[src/hw/rtl/bps_pkg.sv]
`timescale 1ns / 1ps
// Shared constants, types and helpers for the Bezier patch subdivider.
// Used by the channel interfaces, the divider, the interpolator and the top level.
package bps_pkg;

	// Largest patch degree along u or v, and the control point store depth.
	localparam int MAX_DEG    = 3;
	localparam int PT_DEPTH   = (MAX_DEG + 1) * (MAX_DEG + 1);
	localparam int PT_AW      = $clog2(PT_DEPTH);
	localparam int DEG_BITS   = 2;
	// Parameter registers are Q16.16; the split weight is unsigned Q0.16.
	localparam int REG_BITS   = 32;
	localparam int FRAC_BITS  = 16;
	localparam int CFG_IDX_BITS = 3;

	typedef logic [DEG_BITS-1:0]     deg_t;
	typedef logic [PT_AW-1:0]        pt_addr_t;
	typedef logic [CFG_IDX_BITS-1:0] cfg_idx_t;
	typedef logic [FRAC_BITS-1:0]    weight_t;

	// Configuration register indexes.
	localparam cfg_idx_t CFG_DEGREE_U = 3'd0;
	localparam cfg_idx_t CFG_DEGREE_V = 3'd1;
	localparam cfg_idx_t CFG_SPLIT_DIR = 3'd2;
	localparam cfg_idx_t CFG_SPLIT_AT = 3'd3;
	localparam cfg_idx_t CFG_U_LOW    = 3'd4;
	localparam cfg_idx_t CFG_U_HIGH   = 3'd5;
	localparam cfg_idx_t CFG_V_LOW    = 3'd6;
	localparam cfg_idx_t CFG_V_HIGH   = 3'd7;

	// Store position of control point (i, j) for a patch of degree q along v.
	function automatic pt_addr_t pt_addr(input deg_t i, input deg_t j, input deg_t q);
		logic [PT_AW-1:0] r;
		r = PT_AW'(i) * (PT_AW'(q) + PT_AW'(1)) + PT_AW'(j);
		return r;
	endfunction

endpackage

[src/hw/rtl/bps_lerp.sv]
`timescale 1ns / 1ps
// Shared interpolation unit: b + floor(alpha * (a - b)) on four coordinates, one multiplier.
// Depends on bps_pkg for the weight width.
module bps_lerp #(
	parameter int CW = 32
) (
	input  logic                          clk,
	input  logic                          arst_n,
	input  logic                          start,
	input  logic [bps_pkg::FRAC_BITS-1:0] alpha,
	input  logic [4*CW-1:0]               a,
	input  logic [4*CW-1:0]               b,
	output logic                          done,
	output logic [4*CW-1:0]               res
);
	import bps_pkg::*;

	localparam int PW = CW + FRAC_BITS + 2;

	logic                 busy_q;
	logic                 done_q;
	logic                 mul_ph_q;
	logic [1:0]           c_q;
	logic signed [PW-1:0] prod_q;
	logic [4*CW-1:0]      res_q;
	logic [CW-1:0]        a_c;
	logic [CW-1:0]        b_c;
	logic signed [CW:0]   diff;

	// Coordinate select and difference.
	assign a_c  = a[c_q*CW +: CW];
	assign b_c  = b[c_q*CW +: CW];
	assign diff = $signed({a_c[CW-1], a_c}) - $signed({b_c[CW-1], b_c});

	// Per coordinate: multiply, then shift and add.
	always_ff @(posedge clk or negedge arst_n) begin
		if (!arst_n) begin
			busy_q   <= 1'b0;
			done_q   <= 1'b0;
			mul_ph_q <= 1'b0;
			c_q      <= '0;
		end else begin
			done_q <= 1'b0;
			if (start) begin
				busy_q   <= 1'b1;
				mul_ph_q <= 1'b0;
				c_q      <= '0;
			end else if (busy_q) begin
				mul_ph_q <= !mul_ph_q;
				if (mul_ph_q) begin
					c_q <= c_q + 2'd1;
					if (c_q == 2'd3) begin
						busy_q <= 1'b0;
						done_q <= 1'b1;
					end
				end
			end
		end
	end

	// The arithmetic shift of the product is the floor; the sum always fits in CW bits.
	always_ff @(posedge clk) begin
		if (busy_q && !mul_ph_q)
			prod_q <= $signed({1'b0, alpha}) * diff;
		if (busy_q && mul_ph_q)
			res_q[c_q*CW +: CW] <= b_c + prod_q[FRAC_BITS +: CW];
	end

	assign done = done_q;
	assign res  = res_q;

endmodule

[config.mk]
export PLATFORM = sky130hd
export DESIGN_NAME = bps_lerp
export DESIGN_NICKNAME = d
export VERILOG_FILES = /design/src/hw/rtl/bps_pkg.sv /design/src/hw/rtl/bps_lerp.sv
export SDC_FILE = /design/constraint.sdc
export NUM_CORES = 2
export LEC_CHECK = 0
export ABC_AREA = 0
export BUFFER_PORTS_ARGS = -buffer_cell sky130_fd_sc_hd__buf_2
export CAP_MARGIN = 40
export CORE_MARGIN = 1.5
export CORE_UTILIZATION = 35
export DETAILED_ROUTE_END_ITERATION = 8
export GPL_TIMING_DRIVEN = 0
export PLACE_DENSITY_LB_ADDON = 0.15
export SLEW_MARGIN = 40
export SYNTH_ARGS = -nofsm -noshare
export SYNTH_HDL_FRONTEND = slang
export SYNTH_SLANG_ARGS = --single-unit
[constraint.sdc]
create_clock -name clk -period 28.5 [get_ports clk]
set_input_delay 1.425 -clock clk [delete_from_list [all_inputs] [get_ports clk]]
set_output_delay 1.425 -clock clk [all_outputs]
set_load 0.02 [all_outputs]
==> impl_metrics.tcl <==
set metrics [dict create \
    grt_setup_unrepaired "false" \
    die_area_sq_um 83890 \
    die_y_microns 289.6 \
    synth_edf_count 160 \
    core_area_sq_um 80940 \
    drive_gt1_frac 0.1671 \
    clkSlewWorstSetupHoldPaths_ns 0.08 \
    grt_max_degree 34 \
    fp.dieW_microns 289.6 \
    cts.sinks 165 \
    antenna_found_initial 7 \
    drt-wirelength-per-cell_microns 22.00 \
    gp_congestion 0.8487 \
    critPathLaunchType "register" \
    ios 404 \
    cpMaxStageDelayCell "mux4_2" \
    worst_pin_slew_ns 0.8975 \
    slowest_delay_ns 0.64 \
    startpoint "c_q[0]" \
    numPortBuffers 399 \
    setup_tns_ns 0 \
    syn-num-nets 3920 \
    cts_buffers 17 \
    max-cap-violations 0 \
    cts_tree "built" \
    cts.path.max_buffers 2 \
    critPathKind "reg -> reg" \
    setup_viol_count_final 0 \
    ys_seq_area_frac 0.1714 \
    clk-insertion-delay-late_ns 0.45 \
    outcome "completed" \
    track_usage 0.2351 \
    nNetsFinal 4341 \
    grt_pass1_vias 23116 \
    crit_top_cell "fa_1" \
    dp_hpwl_mm 82.68 \
    ys_ff_latch 165 \
    avgViaCountPerCell 4.984 \
    syn_inst 2978 \
    whs_path_depth 2 \
    hold_start "busy_q" \
    drcViolationCount 0 \
    syn2layout_area_growth_pct 14.75 \
    post_cts_resized 0 \
    cts_max_level 4 \
    arrival_ns 12.60 \
    postSynth.asyncResetShare 0.03030 \
    rr_endpoint "prod_q[46]" \
    drtAntennaViolNets 0 \
    grt_first_pass_wirelength_mm 145.9 \
    finClkSkew_ns 0.01342 \
    reg2reg_from "c_q[0]" \
    hold_path.class "reg -> reg" \
    synthDistinctLibCells 73 \
    cp.required_ns 28.70 \
    min_to "busy_q" \
    drt-initial-drc-count 1362 \
    path_max_fanout 10 \
    routed_wl_mm 98.46 \
    row_count 104 \
    cp-end-kind "register" \
    reg2reg_slack_ns 16.10 \
    fmax_mhz 80.63 \
    yosysWarnings 0 \
    vias 22307 \
    hold_buffers 0 \
    grt-ovfl-total 0 \
    finalHoldViolations 0 \
    final_common_cell "inv_1" \
    relSlewSlack 0.3974 \
    r2r_cells 33 \
    clockRootBuffer "clkbuf_16" \
    start_util 0.3553 \
    min_period_over_period 0.4351 \
    syn_area_sq_um 28760 \
    fin_crit_ns 12.40 \
    cts_setup_buffers 0 \
    syn-mean-instance-area_sq_um 9.656 \
    slew_viol_final 0 \
    final_cell_mix "623 x inv_1, 487 x fa_1, 414 x buf_2" \
    dr.pass1.iters 5 \
    yosys_most_used_dff "edfxtp_1" \
]
kinds of logic (layout without fill, tap and decap cells):
| group | Yosys count | after routing | share of synthesized area |
|---|---|---|---|
| and+or+nand+nor | 924 | 924 | 0.1552 |
| buffers and inverters | 762 | 1196 | 0.1002 |
| adders and majority gates | 667 | 667 | 0.4174 |
| AOI/OAI and AO/OA | 287 | 287 | 0.07245 |
| DFF | 165 | 165 | 0.1714 |
| xor gates and xnor gates | 108 | 108 | 0.03289 |
| muxes | 65 | 65 | 0.05047 |
| other | 0 | 4 | 0 |
cell usage after synthesis, drive strengths merged (3+ instances only):
master	n	share of area
nor3	15	0.0030
fa	487	0.34
and2	240	0.052
a21boi	4	0.0014
o21ai	29	0.0052
a31oi	8	0.0017
a211oi	10	0.0034
dfrtp	5	0.0044
or3	9	0.0020
o21bai	13	0.0034
a211o	3	0.00091
a311oi	9	0.0027
a221o	3	0.0010
a41oi	3	0.00091
nor4	17	0.0037
o211ai	23	0.0060
a221oi	3	0.00091
and3	12	0.0026
or2	6	0.0013
nor2b	50	0.011
buf	19	0.0032
nand2	340	0.044
o311ai	3	0.0012
inv	623	0.081
edfxtp	160	0.17
nand2b	19	0.0041
nor2	179	0.023
ha	180	0.078
xor2	31	0.0094
a21o	56	0.015
o21a	14	0.0037
mux4	64	0.050
nand4	10	0.0022
a21oi	71	0.012
nand3	20	0.0035
a311o	9	0.0031
xnor2	77	0.023
clkbuf	120	0.016
o2bb2ai	4	0.0012
worst max-delay path: cells and delay by family (launching register included):
family                   cells  cell delay (ns)
AO/OA/AOI/OAI                9             2.47
flip-flops                   1             0.45
buffers and inverters        6             1.99
AND/OR/NAND/NOR              6             1.61
multiplexers                 1             0.64
XOR/XNOR                     2             0.73
adder cells (fa/ha/maj)      9             4.20
routing by layer:
layer,share of wire,vias up,routed length (microns),GRT usage
li1,-,10156,-,-
met1,0.45,11430,44270,0.3245
met2,0.48,630,47650,0.4025
met3,0.049,85,4834,0.02253
met4,0.017,6,1669,0.04728
met5,0.00028,-,28,0
cell type report:
cell class / instances / area (sq um)
fillers: 8174 / 47940
diodes: 4 / 10.01
plain buffers: 139 / 558.0
repair buffers: 402 / 2057
well taps: 1060 / 1326
multi-input cells: 2051 / 21150
clock buffers: 17 / 425.4
inverters: 623 / 2338
flip-flops and latches: 165 / 4930
clock inverters: 15 / 198.9
flip-flops by register name, indices dropped and copies added (netlist names):
| register | flops |
|---|---|
| res | 128 |
| prod_q | 32 |
| c_q | 2 |
| busy_q | 1 |
| done | 1 |
| mul_ph_q | 1 |
worst max-delay path by stage:
stage	to	slack, ns	cells after the start
finish	prod_q[46]	16.10	33
global route	prod_q[46]	15.57	36
CTS	prod_q[46]	16.11	33
detailed placement	prod_q[46]	16.18	36
global placement	prod_q[46]	15.39	33
floorplan	prod_q[46]	18.61	36
through the flow:
step	cell area [sq um]	instances	hold slack, ns	setup WS (ns)	util
CTS	32960	4472	0.7676	16.11	0.4073
floorplan	28760	2978	0.6778	18.61	-
global route	32990	4473	0.7853	15.57	0.4076
finish	33000	4476	0.7763	16.10	0.4077
global placement	32080	4437	0.7510	15.39	0.3963
detailed placement	32340	4440	0.7660	16.18	0.3996
Power is left out: the tool's default activity adds up to more than one toggle a clock period on the data nets, which glitch-free logic cannot reach.
