**src/hw/rtl/bps_pkg.sv**
```systemverilog
`timescale 1ns / 1ps
// Shared constants, types and helpers for the Bezier patch subdivider.
// Used by the channel interfaces, the divider, the interpolator and the top level.
package bps_pkg;

	// Largest patch degree along u or v, and the control point store depth.
	localparam int MAX_DEG    = 3;
	localparam int PT_DEPTH   = (MAX_DEG + 1) * (MAX_DEG + 1);
	localparam int PT_AW      = $clog2(PT_DEPTH);
	localparam int DEG_BITS   = 2;
	// Parameter registers are Q16.16; the split weight is unsigned Q0.16.
	localparam int REG_BITS   = 32;
	localparam int FRAC_BITS  = 16;
	localparam int CFG_IDX_BITS = 3;

	typedef logic [DEG_BITS-1:0]     deg_t;
	typedef logic [PT_AW-1:0]        pt_addr_t;
	typedef logic [CFG_IDX_BITS-1:0] cfg_idx_t;
	typedef logic [FRAC_BITS-1:0]    weight_t;

	// Configuration register indexes.
	localparam cfg_idx_t CFG_DEGREE_U = 3'd0;
	localparam cfg_idx_t CFG_DEGREE_V = 3'd1;
	localparam cfg_idx_t CFG_SPLIT_DIR = 3'd2;
	localparam cfg_idx_t CFG_SPLIT_AT = 3'd3;
	localparam cfg_idx_t CFG_U_LOW    = 3'd4;
	localparam cfg_idx_t CFG_U_HIGH   = 3'd5;
	localparam cfg_idx_t CFG_V_LOW    = 3'd6;
	localparam cfg_idx_t CFG_V_HIGH   = 3'd7;

	// Store position of control point (i, j) for a patch of degree q along v.
	function automatic pt_addr_t pt_addr(input deg_t i, input deg_t j, input deg_t q);
		logic [PT_AW-1:0] r;
		r = PT_AW'(i) * (PT_AW'(q) + PT_AW'(1)) + PT_AW'(j);
		return r;
	endfunction

endpackage

```
**src/hw/rtl/bps_div.sv**
```systemverilog
`timescale 1ns / 1ps
// Serial restoring divider producing the Q0.16 split weight, one quotient bit per cycle.
// Depends on bps_pkg for register and fraction widths.
module bps_div (
	input  logic                          clk,
	input  logic                          arst_n,
	input  logic                          start,
	input  logic [bps_pkg::REG_BITS-1:0]  num,
	input  logic [bps_pkg::REG_BITS-1:0]  den,
	output logic                          done,
	output logic [bps_pkg::FRAC_BITS-1:0] quo
);
	import bps_pkg::*;

	localparam int CNT_BITS = $clog2(FRAC_BITS);

	logic                  busy_q;
	logic                  done_q;
	logic [CNT_BITS-1:0]   cnt_q;
	logic [REG_BITS-1:0]   rem_q;
	logic [REG_BITS-1:0]   den_q;
	logic [FRAC_BITS-1:0]  quo_q;
	logic [REG_BITS:0]     rem2;
	logic                  ge;

	// Shift the remainder left and try to subtract the divisor.
	assign rem2 = {rem_q, 1'b0};
	assign ge   = rem2 >= {1'b0, den_q};

	// Control: busy while the quotient bits are shifted in, then a one-cycle done.
	always_ff @(posedge clk or negedge arst_n) begin
		if (!arst_n) begin
			busy_q <= 1'b0;
			done_q <= 1'b0;
			cnt_q  <= '0;
		end else begin
			done_q <= 1'b0;
			if (start) begin
				busy_q <= 1'b1;
				cnt_q  <= '0;
			end else if (busy_q) begin
				cnt_q <= cnt_q + CNT_BITS'(1);
				if (cnt_q == CNT_BITS'(FRAC_BITS - 1)) begin
					busy_q <= 1'b0;
					done_q <= 1'b1;
				end
			end
		end
	end

	// Datapath: the numerator is below the divisor, so the remainder stays in range.
	always_ff @(posedge clk) begin
		if (start) begin
			rem_q <= num;
			den_q <= den;
		end else if (busy_q) begin
			rem_q <= ge ? REG_BITS'(rem2 - {1'b0, den_q}) : rem2[REG_BITS-1:0];
			quo_q <= {quo_q[FRAC_BITS-2:0], ge};
		end
	end

	assign done = done_q;
	assign quo  = quo_q;

endmodule

```
**config.mk**
```make
export PLATFORM = sky130hd
export DESIGN_NAME = bps_div
export DESIGN_NICKNAME = d
export VERILOG_FILES = /design/src/hw/rtl/bps_pkg.sv /design/src/hw/rtl/bps_div.sv
export SDC_FILE = /design/constraint.sdc
export NUM_CORES = 1
export LEC_CHECK = 0
export BUFFER_PORTS_ARGS = -buffer_cell sky130_fd_sc_hd__buf_4
export CORE_AREA = 8 8 119 121
export CTS_CLUSTER_SIZE = 8
export DETAILED_ROUTE_END_ITERATION = 8
export DIE_AREA = 0 0 127 129
export PLACE_DENSITY = 0.74
export SLEW_MARGIN = 5
export SYNTH_ARGS = -nofsm -noshare
export SYNTH_HDL_FRONTEND = slang
export SYNTH_SLANG_ARGS = --single-unit
```
**constraint.sdc**
```tcl
create_clock -name clk -period 4.3 [get_ports clk]
set_clock_uncertainty 0.05 [all_clocks]
set_input_delay 0.43 -clock clk [delete_from_list [all_inputs] [get_ports clk]]
set_output_delay 0.43 -clock clk [all_outputs]
set_load 0.02 [all_outputs]
```
==> results_dict.tcl, run 1 <==
set metrics [dict create \
    syn_area_per_cell_um2 11.4 \
    fin_hold_ws_ns 0.204 \
    syn_area_um2 5430 \
    rsz0062_at_grt "false" \
    num_rows 41 \
    required_ns 4.35 \
    placed_area_um2 6140 \
    ys_ff_latch 86 \
    slew_violations 0 \
    drc 0 \
    synth_top_flop_cell "edfxtp_1" \
    num_io_pins 84 \
    layout.nets 657 \
    antenna_found_initial 0 \
    layout-drive-gt1-share_pct 28.0 \
    fillers 1112 \
    core_um2 12300 \
    p_switching_mw 1.67 \
    synthCells 477 \
    grt_pass1_wl_um 19700 \
    crit_arrival_ns 3.56 \
    cp_max_fo 32 \
    clock-sinks 86 \
    grt_pass1_vias 4080 \
    clk_latency_ns 0.35 \
    synth-edff-count 80 \
    clkTransAtPathRegs_ns 0.06 \
    final_core_util_pct 52.4 \
    endpoint_kind "flop" \
    area_growth_pct 18.8 \
    hold_violations 0 \
    synth_area_leaders "edfxtp_1, ha_1, mux2_2" \
    ys_async_sr_fraction_pct 6.98 \
    synth.yosys.seq_area_share_pct 47.0 \
    status "finished clean" \
    drt_iter0_drc 210 \
    combPwrFrac_pct 54.4 \
    fp.dieW_um 127 \
    cts_root_buffer "clkbuf_16" \
    drt-wirelength-per-cell_um 16.7 \
    synth_nets 578 \
    antenna_cells 0 \
    power_switching_share_pct 36.9 \
    power.density_nw_per_um2 704 \
    min_period_ns 3.52 \
    cts_setup_buffers 0 \
    die_area_um2 16400 \
    worstMarginPinSlew_ns 0.879 \
    final_antenna_net_count 0 \
    clkPwrFrac_pct 17.0 \
    finalCritPeriodShare_pct 81.8 \
    yosys.area.top_type "edfxtp_1" \
    yosys_warnings 0 \
    grtUsageTotal_pct 15.1 \
    fmax_mhz 284 \
    slew_headroom_pct 41.4 \
    cts_tree "built" \
    yosysMostFrequentCell "edfxtp_1" \
    numCtsBuffers 9 \
    postCtsHoldBufs 1 \
    die_y_um 129 \
    pwr-share-seq_pct 28.6 \
    intPower_mw 2.86 \
    leakage_nw 2.79 \
    setup_viol 0 \
    cap_violations 0 \
    drt-total-wl_um 11900 \
    clk_path_buf_depth 2 \
    criticalPathCategory "flop to flop" \
    hp-class "primary input to flop" \
    io_buffers 83 \
    ir_worst_vdd_mv 0.336 \
    overflow 0 \
    h-tree-depth 3 \
    stdcell_area_um2 6450 \
    synth_common_cells "edfxtp_1, a21oi_1, inv_1, ha_1, nand2_1" \
    setup_total_negative_slack_ns 0 \
    cts_resized 0 \
    start_util_pct 44.1 \
    yosysTopAreaCellShare_pct 44.3 \
    cp-start-kind "flop" \
    viasPerCell 5.44 \
    ys_types 65 \
    hpwl_um 8830 \
    num_vias 3871 \
    dr.pass1.iters 5 \
    grt_max_degree 39 \
    globalplace.congestion 0.866 \
]
==> cell families after synthesis <==
kind of cell | share of synthesized area [%]
AND/OR/NAND/NOR | 10.6
buffers and inverters | 4.89
flip-flops | 47.0
adder cells (fa/ha/maj) | 7.98
AO/OA/AOI/OAI | 14.7
multiplexers | 10.1
XOR/XNOR | 4.68
==> critical path, stage by stage (launching register included) <==
cell and delay (ns):
edfxtp_1 0.41, ha_1 0.39, nand3_1 0.14, o21bai_1 0.22, nand2_2 0.12, a21oi_2 0.08
o41ai_2 0.36, nor2_2 0.10, o221a_4 0.35, inv_4 0.38, mux2_2 0.39, mux2_2 0.25
==> final timing paths <==
kind                                    start             endpoint  slack [ns]  cells past startpoint
setup / recovery           rem_q[3]$_DFFE_PP_   rem_q[2]$_DFFE_PP_        0.78                     11
min in group asynchronous              arst_n       done$_DFF_PN0_        0.36                      2
hold / removal                        den[29]  den_q[29]$_DFFE_PP_        0.20                      1
setup reg to reg           rem_q[3]$_DFFE_PP_   rem_q[2]$_DFFE_PP_        0.78                     11
max in group asynchronous              arst_n     busy_q$_DFF_PN0_        3.72                      2
hold reg to reg              quo[1]$_DFFE_PP_     quo[2]$_DFFE_PP_        0.40                      0
==> cells in the final DEF, fill, tap and decap left out, types with 3 or more instances in the layout <==
master      n
a211oi_1    3
mux2_4     16
nand3_1    11
nor2_1     22
edfxtp_1   80
nor2b_1    10
o21a_1      3
buf_4      86
xor2_1      9
nand2_1    25
and3_1      3
inv_1      38
nor3_1      8
mux2_2     24
mux2i_1     4
nand2b_1    5
a21o_1     21
nand4_1     7
clkbuf_16   9
o21ai_0    10
o21ai_1     3
o21bai_1    7
a21oi_1    43
dfrtp_1     6
nor3b_1     4
xnor2_1    20
ha_1       33
==> routing by layer <==
metal | up-vias | track usage (%) | share of wire [%]
met5 | - | 0 | 0
met4 | 0 | 5.81 | 1.8
met3 | 17 | 4.26 | 4.1
met2 | 92 | 25.8 | 49
met1 | 1848 | 17.6 | 45
li1 | 1914 | - | -
==> registers in the layout (all words and copies together) (netlist names) <==
signal,count
den_q,32
busy_q,1
done,1
cnt_q,4
quo,16
rem_q,32
==> metrics by stage <==
step / total power, mW / cells / setup slack [ns]
global placement: 3.69 / 694 / 0.883
global route: 4.85 / 711 / 0.588
floorplan: 3.33 / 477 / 1.35
CTS: 4.56 / 711 / 0.773
detailed placement: 3.75 / 694 / 0.830
finish: 4.54 / 711 / 0.784
==> cell type report <==
type                            count  area, um2  area share, %
Clock buffer                       11        233           3.61
Timing Repair Buffer               87        656           10.2
Inverter                           39        149           2.31
Sequential cell                    86       2550           39.6
Tap cell                          150        188           2.91
Clock inverter                      5       60.1          0.932
Multi-Input combinational cell    333       2610           40.5
==> power by group through the flow <==
stage | logic [mW] | clock network (mW) | registers, mW
6_report | 2.47 | 0.772 | 1.30
5_1_grt | 2.70 | 0.824 | 1.32
4_1_cts | 2.47 | 0.797 | 1.30
3_5_place_dp | 2.44 | 0 | 1.31
3_3_place_gp | 2.39 | 0 | 1.30
2_1_floorplan | 2.04 | 0 | 1.29
Power figures use the tool's default switching activity.
==> run 2, diff against run 1 <==
==> constraint.sdc (replaced) <==
create_clock -name clk -period 3.51 [get_ports clk]
set_clock_uncertainty 0.05 [all_clocks]
set_input_delay 0.351 -clock clk [delete_from_list [all_inputs] [get_ports clk]]
set_output_delay 0.351 -clock clk [all_outputs]
set_load 0.02 [all_outputs]
==> results_dict.tcl, run 2 (synthesis results as in run 1) <==
set metrics [dict create \
    placed_area_um2 6170 \
    fillers 1091 \
    clkTransAtPathRegs_ns 0.07 \
    clock-sinks 86 \
    final_core_util_pct 52.7 \
    io_buffers 83 \
    antenna_cells 0 \
    crit_arrival_ns 3.34 \
    area_growth_pct 19.6 \
    min_from "den[24]" \
    grt_pass1_vias 4063 \
    final_antenna_net_count 0 \
    rsz0062_at_grt "false" \
    slew_headroom_pct 44.4 \
    ir_worst_vdd_mv 0.394 \
    hold_violations 0 \
    hpwl_um 8860 \
    required_ns 3.56 \
    critPathMaxStageDelay_ns 0.40 \
    clk_latency_ns 0.35 \
    antenna_found_initial 0 \
    fin_hold_ws_ns 0.126 \
    setup_viol 0 \
    cts_tree "built" \
    critPathMostFrequentCell "mux2_2" \
    cts_root_buffer "clkbuf_16" \
    final_common_cell "buf_4" \
    path_cells "ha_1 -> nand3_1 -> o21bai_1 -> nand2_2 -> a21oi_2 -> o41ai_2 -> nor2_2 -> o221a_4 -> inv_8 -> mux2_2 -> mux2_2" \
    dr.pass1.iters 4 \
    clk_path_buf_depth 2 \
    drt_iter0_drc 162 \
    fp.dieW_um 127 \
    numCtsBuffers 9 \
    drc 0 \
    fmax_mhz 304 \
    worstMarginPinSlew_ns 0.834 \
    overflow 0 \
    viasPerCell 5.41 \
    criticalPathCategory "flop to flop" \
    h-tree-depth 3 \
    die_y_um 129 \
    drt-wirelength-per-cell_um 16.5 \
    rr_startpoint "rem_q[2]$_DFFE_PP_" \
    cts_setup_buffers 0 \
    regArea_um2 2550 \
    startpoint "rem_q[2]$_DFFE_PP_" \
    grt_pass1_wl_um 19300 \
    min_period_ns 3.29 \
    die_area_um2 16400 \
    layout-drive-gt1-share_pct 28.7 \
    num_io_pins 84 \
    layout_common_cells "buf_4, edfxtp_1, a21oi_1, inv_1, ha_1" \
    cp_max_fo 23 \
    leakage_nw 2.81 \
    slew_violations 0 \
    multi_input_area_um2 2610 \
    endpoint_kind "flop" \
    layout.nets 661 \
    finalCritPeriodShare_pct 93.8 \
    grtUsageTotal_pct 14.8 \
    status "finished clean" \
    cap_violations 0 \
    num_vias 3867 \
    grt_max_degree 50 \
    power.density_nw_per_um2 865 \
    stdcell_area_um2 6490 \
    start_util_pct 44.1 \
    crit_slowest_cell "edfxtp_1" \
    drt-total-wl_um 11800 \
    hp-class "primary input to flop" \
    globalplace.congestion 0.894 \
    cp-start-kind "flop" \
    p_total_mw 5.61 \
    num_rows 41 \
    setup_total_negative_slack_ns 0 \
    core_um2 12300 \
]
==> run 2: changes by cell type in the layout (fill, tap and decap cells not counted) <==
cell | previous run | this run
clkinv_1 | 0 | 1
inv_8 | 0 | 1
clkinv_4 | 2 | 3
clkbuf_1 | 2 | 0
buf_4 | 86 | 90
clkinvlp_4 | 1 | 0
inv_6 | 0 | 1
inv_4 | 1 | 0
==> run 2: where the power goes <==
part / internal [mW] / switching, mW / total [mW] / leakage (nW)
registers: 1.45 / 0.140 / 1.59 / 0.884
clock network: 0.554 / 0.408 / 0.961 / 0.147
logic: 1.54 / 1.52 / 3.06 / 1.78
==> run 2: layout make-up <==
type | count | share of cell area [%]
Multi-Input combinational cell | 333 | 40.2
Sequential cell | 86 | 39.3
Timing Repair Buffer | 91 | 10.6
Clock buffer | 9 | 3.47
Tap cell | 150 | 2.89
Inverter | 39 | 2.37
Clock inverter | 7 | 1.14
==> run 2: per-stage QoR <==
step           setup slack [ns]  cells
6_report                  0.218    715
3_3_place_gp              0.252    698
3_5_place_dp             0.0700    698
2_1_floorplan             0.560    477
4_1_cts                  0.0594    715
5_1_grt                  0.0135    715
==> run 2: path summary, 6_finish.rpt <==
check | endpoint | slack [ns] | cells after the start
max reg2reg | rem_q[3]$_DFFE_PP_ | 0.22 | 11
min in group asynchronous | cnt_q[3]$_DFFE_PN0P_ | 0.29 | 2
max | rem_q[3]$_DFFE_PP_ | 0.22 | 11
max in group asynchronous | done$_DFF_PN0_ | 3.01 | 2
min | den_q[24]$_DFFE_PP_ | 0.13 | 1
min reg2reg | quo[13]$_DFFE_PP_ | 0.40 | 0
==> run 2: critical path, delay by kind of cell, from the launching register on <==
| kind | cells | cell delay [ns] |
|---|---|---|
| mux | 2 | 0.63 |
| simple gates | 3 | 0.35 |
| fa+ha+maj | 1 | 0.39 |
| buf+inv | 1 | 0.20 |
| compound gates | 4 | 1.01 |
| flops | 1 | 0.40 |
==> run 2: routing by layer <==
metal  vias to the layer above  wire length, um  track usage (%)
li1                       1925                -                -
met1                      1837             5280             17.7
met2                        87             5740             24.7
met3                        18              551             4.22
met4                         0              195             5.88
met5                         -                0                0
==> run 2: timing repair <==
action	CTS	global route
hold buffers	1	0
gates resized for setup	0	2
setup endpoints to repair	0	21
endpoints found under the hold margin	6	0
